===== config.mk =====
export PLATFORM = sky130hd
export DESIGN_NAME = bd2x_position
export DESIGN_NICKNAME = d
export VERILOG_FILES = /design/src/rtl/bd2x_pkg.sv /design/src/rtl/bd2x_position.sv
export SDC_FILE = /design/constraint.sdc
export NUM_CORES = 1
export LEC_CHECK = 0
export ABC_AREA = 1
export BUFFER_PORTS_ARGS = -buffer_cell sky130_fd_sc_hd__buf_2
export CORE_MARGIN = 1
export CORE_UTILIZATION = 45
export DETAILED_ROUTE_END_ITERATION = 6
export GPL_TIMING_DRIVEN = 0
export PLACE_DENSITY = 0.67
export SLEW_MARGIN = 5
export SYNTH_ARGS = -nofsm -noshare
export SYNTH_HDL_FRONTEND = slang
export SYNTH_SLANG_ARGS = --single-unit

===== constraint.sdc =====
create_clock -name i_clk -period 6.3 [get_ports i_clk]
set_input_delay 0.63 -clock i_clk [delete_from_list [all_inputs] [get_ports i_clk]]
set_output_delay 0.63 -clock i_clk [all_outputs]
set_load 0.05 [all_outputs]

===== src/rtl/bd2x_pkg.sv =====
// Shared types, format codes and per-channel lane arithmetic for the 2x box downsampler.
package bd2x_pkg;

    // Pixel format codes
    localparam logic [2:0] FMT_L8    = 3'd0;
    localparam logic [2:0] FMT_LA8   = 3'd1;
    localparam logic [2:0] FMT_D16   = 3'd2;
    localparam logic [2:0] FMT_RGB8  = 3'd3;
    localparam logic [2:0] FMT_RGBA8 = 3'd4;
    localparam logic [2:0] FMT_D24S8 = 3'd5;

    // Configuration register indexes
    localparam logic [1:0] CFG_FORMAT = 2'd0;
    localparam logic [1:0] CFG_WIDTH  = 2'd1;
    localparam logic [1:0] CFG_HEIGHT = 2'd2;

    localparam int PIXEL_W    = 32;
    localparam int PAIR_W     = 36;
    localparam int CFG_DATA_W = 16;

    typedef logic [PIXEL_W-1:0] t_pixel;
    typedef logic [PAIR_W-1:0]  t_pair;

    // Per-pixel decisions from the raster position
    typedef struct packed {
        logic hold;         // capture first pixel of a pair
        logic store_write;  // write pair sum to the line store
        logic emit;         // pair completes a result
        logic one_d;        // single row or single column image
        logic done;         // last result of the image
    } t_pos_ctrl;

    // Sum of two 8-bit channels into a 9-bit lane
    function automatic logic [8:0] add8(input logic [7:0] a, input logic [7:0] b);
        return {1'b0, a} + {1'b0, b};
    endfunction

    // Average of two 9-bit pair-sum lanes down to 8 bits
    function automatic logic [7:0] avg9(input logic [8:0] p, input logic [8:0] q);
        logic [9:0] s;
        s = {1'b0, p} + {1'b0, q};
        return s[9:2];
    endfunction

    // Pack per-channel pair sums of two pixels, each lane one bit wider than its channel
    function automatic t_pair pair_pack(input logic [2:0] fmt, input t_pixel a, input t_pixel b);
        t_pair p;
        p = '0;
        unique case (fmt)
            FMT_L8: begin
                p[8:0] = add8(a[7:0], b[7:0]);
            end
            FMT_LA8: begin
                p[8:0]  = add8(a[7:0], b[7:0]);
                p[17:9] = add8(a[15:8], b[15:8]);
            end
            FMT_D16: begin
                p[16:0] = {1'b0, a[15:0]} + {1'b0, b[15:0]};
            end
            FMT_RGB8: begin
                p[8:0]   = add8(a[7:0], b[7:0]);
                p[17:9]  = add8(a[15:8], b[15:8]);
                p[26:18] = add8(a[23:16], b[23:16]);
            end
            FMT_D24S8: begin
                p[24:0]  = {1'b0, a[23:0]} + {1'b0, b[23:0]};
                p[33:25] = add8(a[31:24], b[31:24]);
            end
            default: begin
                // RGBA8 and unused codes
                p[8:0]   = add8(a[7:0], b[7:0]);
                p[17:9]  = add8(a[15:8], b[15:8]);
                p[26:18] = add8(a[23:16], b[23:16]);
                p[35:27] = add8(a[31:24], b[31:24]);
            end
        endcase
        return p;
    endfunction

    // Add two packed pair sums per lane, divide by four, repack as a pixel
    function automatic t_pixel combine(input logic [2:0] fmt, input t_pair p, input t_pair q);
        t_pixel     o;
        logic [17:0] s16;
        logic [25:0] s24;
        o   = '0;
        s16 = {1'b0, p[16:0]} + {1'b0, q[16:0]};
        s24 = {1'b0, p[24:0]} + {1'b0, q[24:0]};
        unique case (fmt)
            FMT_L8: begin
                o[7:0] = avg9(p[8:0], q[8:0]);
            end
            FMT_LA8: begin
                o[7:0]  = avg9(p[8:0], q[8:0]);
                o[15:8] = avg9(p[17:9], q[17:9]);
            end
            FMT_D16: begin
                o[15:0] = s16[17:2];
            end
            FMT_RGB8: begin
                o[7:0]   = avg9(p[8:0], q[8:0]);
                o[15:8]  = avg9(p[17:9], q[17:9]);
                o[23:16] = avg9(p[26:18], q[26:18]);
            end
            FMT_D24S8: begin
                o[23:0]  = s24[25:2];
                o[31:24] = avg9(p[33:25], q[33:25]);
            end
            default: begin
                o[7:0]   = avg9(p[8:0], q[8:0]);
                o[15:8]  = avg9(p[17:9], q[17:9]);
                o[23:16] = avg9(p[26:18], q[26:18]);
                o[31:24] = avg9(p[35:27], q[35:27]);
            end
        endcase
        return o;
    endfunction

endpackage


===== src/rtl/bd2x_position.sv =====
// Raster position counters and per-pixel pairing decisions.
module bd2x_position
    import bd2x_pkg::*;
#(
    parameter int MAX_WIDTH = 4096,
    parameter int ADDR_W    = ((MAX_WIDTH / 2) > 1) ? $clog2(MAX_WIDTH / 2) : 1
) (
    input  logic              i_clk,
    input  logic              i_rst_n,
    input  logic              i_advance,
    input  logic              i_restart,
    input  logic [12:0]       i_image_width,
    input  logic [15:0]       i_image_height,
    output t_pos_ctrl         o_ctrl,
    output logic [ADDR_W-1:0] o_pair_index
);

    localparam int COL_W = $clog2(MAX_WIDTH);
    localparam int WID_W = $clog2(MAX_WIDTH + 1);

    logic [COL_W-1:0] r_col, n_col;
    logic [15:0]      r_row, n_row;

    logic [31:0]      width_ext;
    logic [WID_W-1:0] w_eff, hw, col_ext;
    logic [15:0]      h_eff, hh;
    logic             w2, h2, col_in, row_in, last_col, last_row, done_2d;

    // Clamp the configured size
    always_comb begin
        width_ext = {19'd0, i_image_width};
        if (width_ext == 32'd0) begin
            w_eff = WID_W'(1);
        end else if (width_ext > 32'(MAX_WIDTH)) begin
            w_eff = WID_W'(MAX_WIDTH);
        end else begin
            w_eff = WID_W'(width_ext);
        end
        h_eff = (i_image_height == 16'd0) ? 16'd1 : i_image_height;
    end

    assign hw      = {w_eff[WID_W-1:1], 1'b0};
    assign hh      = {h_eff[15:1], 1'b0};
    assign w2      = (w_eff > WID_W'(1));
    assign h2      = (h_eff > 16'd1);
    assign col_ext = WID_W'(r_col);
    assign col_in  = (col_ext < hw);
    assign row_in  = (r_row < hh);
    assign last_col = (col_ext == w_eff - WID_W'(1));
    assign last_row = (r_row == h_eff - 16'd1);
    assign done_2d  = (r_row == hh - 16'd1) && (col_ext == hw - WID_W'(1));

    // Decide what the current pixel does
    always_comb begin
        o_ctrl = '0;
        priority if (w2 && h2) begin
            o_ctrl.hold        = row_in && col_in && !r_col[0];
            o_ctrl.store_write = row_in && col_in && r_col[0] && !r_row[0];
            o_ctrl.emit        = row_in && col_in && r_col[0] && r_row[0];
            o_ctrl.done        = done_2d;
        end else if (w2) begin
            o_ctrl.hold  = col_in && !r_col[0];
            o_ctrl.emit  = col_in && r_col[0];
            o_ctrl.one_d = 1'b1;
            o_ctrl.done  = (col_ext == hw - WID_W'(1));
        end else if (h2) begin
            o_ctrl.hold  = row_in && !r_row[0];
            o_ctrl.emit  = row_in && r_row[0];
            o_ctrl.one_d = 1'b1;
            o_ctrl.done  = (r_row == hh - 16'd1);
        end else begin
            o_ctrl = '0;
        end
    end

    assign o_pair_index = ADDR_W'(r_col >> 1);

    // Advance in raster order, wrap at the end of the image
    always_comb begin
        n_col = r_col;
        n_row = r_row;
        if (i_restart) begin
            n_col = '0;
            n_row = '0;
        end else if (i_advance) begin
            if (last_col) begin
                n_col = '0;
                n_row = last_row ? 16'd0 : r_row + 16'd1;
            end else begin
                n_col = r_col + COL_W'(1);
            end
        end
    end

    always_ff @(posedge i_clk) begin
        if (!i_rst_n) begin
            r_col <= '0;
            r_row <= '0;
        end else begin
            r_col <= n_col;
            r_row <= n_row;
        end
    end

endmodule


Word-level counts from Yosys, hierarchy flattened:

Cells that the tools add are included.
Widths: inputs -> output; s select.

* add/subtract/negate cells: 6
* order comparisons: 5
* equality and inequality tests: 4
* muxes and demuxes: 12
* bitwise operators: 1
* reduce and logical (&&, ||, !) cells: 17

Operators with widths (number)
* $eq 16x16->1: 2
* $mux 16: 2
* $sub 16x1->16 const B: 2
* $eq 12x13->1: 2
* $mux 13: 2
* $sub 13x1->13 const B: 2
* $add 16x1->16 const B: 1
* $gt 16x1->1 const B: 1
* $logic_not 16->1: 1
* $lt 16x16->1: 1
* $gt 13x1->1 const B: 1
* $gt 13x13->1 const B: 1
* $logic_not 13->1: 1
* $lt 12x13->1: 1
* $add 12x1->12 const B: 1
* $mux 12: 1
* $logic_and 1x1->1: 11
* $mux 3: 3
* $mux 1: 4
* $logic_not 1->1: 2
* $reduce_and 2->1: 1
* $reduce_or 2->1: 1
* $not 1->1: 1

* flip-flop bits (word level): 28
* input port bits: 33

Logic depth before layout (Yosys ltp):

* depth in word-level cells: 8
* mapped depth: 24
* depth with buffers taken out: 22

Worst setup path after synthesis:

No wires, ideal clock.

* kind: input -> output
* from: input i_image_width[3]
* to: output o_ctrl[3] in the netlist's numbering
* data arrival time: 3.884 ns
* setup slack: 1.786 ns
* stages: 15
* cell sequence: buf_6 nor2_2 nand2_2 nor2_2 nand2_2 nand2_4 buf_4 nand2_1 ha_1 buf_1 nand3_2 o21a_1 ha_1 inv_1 nor4_1

RTL lines
* start, declared: line bd2x_position.sv:12 `input logic [12:0] i_image_width,`
* end, declared: line bd2x_position.sv:14 `output t_pos_ctrl o_ctrl,`

==> flow_metrics.env <==
export IMPL_setup_viol=0
export IMPL_hold_buffers=0
export IMPL_synth_seq_cells=28
export IMPL_wl_per_cell_um=13.60
export IMPL_grt_pass1_wl_mm=20.18
export IMPL_critPathCaptureType="output pin"
export IMPL_synthCells=724
export IMPL_antenna_left=0
export IMPL_synth_edf_count=0
export IMPL_p_sw_mw=0.1665
export IMPL_clkTransAtPathRegs_ns=0.10
export IMPL_io_pins=49
export IMPL_hold_class="register to register"
export IMPL_worstSetupPathType="primary input to output pin"
export IMPL_num_rows=35
export IMPL_vias_per_cell=5.275
export IMPL_irDropWorstVdd_mv=0.1080
export IMPL_cts_tree="done"
export IMPL_layout_min_cycle_time_ns=4.251
export IMPL_pwr_share_clk_pct=25.1
export IMPL_ys_warn_count=0
export IMPL_synth_cell_types=46
export IMPL_num_nets_final=843
export IMPL_vias=4763
export IMPL_fp_dieW_um=100.8
export IMPL_powerDensity_mw_per_mm2=94.03
export IMPL_grt_start_max_net_pins=16
export IMPL_critPathSlowestCell="nor4_1"
export IMPL_async_reset_ff_share_pct=0
export IMPL_swShare_pct=36.59
export IMPL_worst_pin_slew_ns=1.159
export IMPL_comb_power_share_pct=35.7
export IMPL_utilization_pct=51.88
export IMPL_slew_limit_headroom_pct=21.70
export IMPL_place_hpwl_mm=10.07
export IMPL_syn_nets=792
export IMPL_cts_buffers=3
export IMPL_clockRootBuffer="clkbuf_8"
export IMPL_netlist_area_sq_mm=0.004393
export IMPL_n_antenna_cell=0
export IMPL_clkLatencyLatePin_ns=0.28
export IMPL_critPathMaxStageDelay_ns=0.39
export IMPL_p_seq_share_pct=39.1
export IMPL_path_cells="buf_2, nor2_2, nand2_2, nor2_2, nand2_2, nand2_4, buf_4, nand2_1, ha_1, buf_1, nand3_2, o21a_1, ha_1, inv_1, nor4_1, buf_2"
export IMPL_cap_violations=0
export IMPL_layout_commonest_cell="nand2_1"
export IMPL_fp_dieH_um=100.8
export IMPL_gp_congestion=0.8799
export IMPL_p_int_mw=0.2885
export IMPL_core_sq_mm=0.009328
export IMPL_status="finished clean"
export IMPL_crit_arrival_ns=3.62
export IMPL_wirelength_mm=12.28
export IMPL_first_pass_iters=6
export IMPL_crit_required_ns=5.67
export IMPL_yosysSeqAreaShare_pct=12.76
export IMPL_rrSetupSlack_ns=3.95
export IMPL_ctsResizeCount=0
export IMPL_overflow=0
export IMPL_cp_top_family="simple AND/OR/NAND/NOR gates"
export IMPL_leakage_nw=2.342
export IMPL_skew_ns=0.004939
export IMPL_yosys_area_top_type="nand2_1"
export IMPL_cts_max_path_buffers=2
export IMPL_path_buf_inv=5
export IMPL_critPathMaxFanout=10
export IMPL_hold_viol=0
export IMPL_track_usage_pct=24.69
export IMPL_startpoint_type="primary input"
export IMPL_rsz0062_at_grt="false"
export IMPL_synth_ff_type="dfxtp_1"
export IMPL_die_area_sq_mm=0.01016
export IMPL_start_util_pct=47.10
export IMPL_final_cells=903
export IMPL_htreeDepth=1
export IMPL_tns_ns=0
export IMPL_dp_cells=899
export IMPL_fin_crit_sh_pct=67.48
export IMPL_final_cell_mix="180 x nand2_1, 90 x inv_1, 76 x nor2_1"
export IMPL_drive_above_1_share_pct=14.73
export IMPL_layout_setup_ws_ns=2.049
export IMPL_cts_sinks=28
export IMPL_yosysTopAreaCellShare_pct=15.38
export IMPL_synthTopCellsByArea="nand2_1 15%, dfxtp_1 13%, ha_1 10%, xor2_1 9.6%, nand3_1 8.1%"
export IMPL_pre_cts_slack_ns=2.061
export IMPL_drc=0
export IMPL_syn_avg_cell_area_sq_um=6.068
export IMPL_post_cts_setup_buffers=0
export IMPL_syn_to_final_growth_pct=10.17
export IMPL_max_freq_ghz=0.2352
export IMPL_port_buffers=46
export IMPL_grt_pass1_vias=4282
export IMPL_hold_slack_ns=0.5450
export IMPL_antenna_found_initial=0
export IMPL_drt_iter0_markers=360
export IMPL_maxSlewViolCount=0
## cells by family (layout without fill, tap and decap cells)
family | after synthesis | after routing | synth area share [%]
fa+ha+maj | 35 | 35 | 9.969
buf+inv | 126 | 176 | 12.84
xor+xnor | 64 | 64 | 13.39
compound gates | 61 | 61 | 8.602
flops | 28 | 28 | 12.76
simple gates | 410 | 410 | 42.44
## through the flow
stage	instance area (sq um)	total power [mW]
3_5_place_dp	4785	0.3409
3_3_place_gp	4785	0.3375
6_report	4840	0.4551
4_1_cts	4840	0.4561
2_1_floorplan	4393	0.2951
5_1_grt	4840	0.4837
## flip-flops by register name, summed over array words and instances (netlist names)
signal,count
r_col,12
r_row,16
## cell type report
class                           count  area (sq um)
Inverter                           95         357.8
Tap cell                          129         161.4
Clock buffer                        4         55.05
Fill cell                        1009          4488
Timing Repair Buffer               46         230.2
Sequential cell                    28         560.5
Multi-Input combinational cell    570          3268
Buffer                             31         206.4
## Yosys cell counts, types with 9 or more instances
master and count:
nor2_1 76, nand4_1 19, nor3_1 10, buf_4 13
dfxtp_1 28, nor4_1 11, xnor2_1 14, inv_1 90
nand2_2 10, a21oi_1 21, nor2_2 19, ha_1 35
nand3_1 71, o21ai_0 16, xor2_1 48, clkbuf_1 9
nand2_1 180
## worst paths after layout
check / start / to / cells past startpoint
hold / removal: r_row[1] / r_row[1] / 2
setup / recovery: i_image_width[2] / o_ctrl[3] / 16
hold reg to reg: r_row[1] / r_row[1] / 2
setup reg to reg: r_row[5] / r_row[10] / 9
## power by group through the flow
stage                     registers (mW)  clock network, mW  logic (mW)
after global routing               0.178              0.124       0.182
after global placement             0.182                  0       0.155
after CTS                          0.178              0.118       0.160
after detailed placement           0.182                  0       0.159
after floorplan                    0.182                  0       0.113
final                              0.178              0.114       0.163
## worst min-delay path: stages, from the launching register on
cell,delay (ns)
dfxtp_1,0.36
nand3_1,0.09
o21ai_1,0.06
## metal layers
| layer | share of wire [%] | track usage [%] | up-vias |
|---|---|---|---|
| met4 | 0.80 | 4.905 | 0 |
| met2 | 43 | 38.25 | 155 |
| li1 | - | - | 2429 |
| met3 | 6.5 | 1.387 | 10 |
| met1 | 50 | 37.53 | 2169 |
| met5 | 0 | 0 | - |
Power figures use the tool's default switching activity.
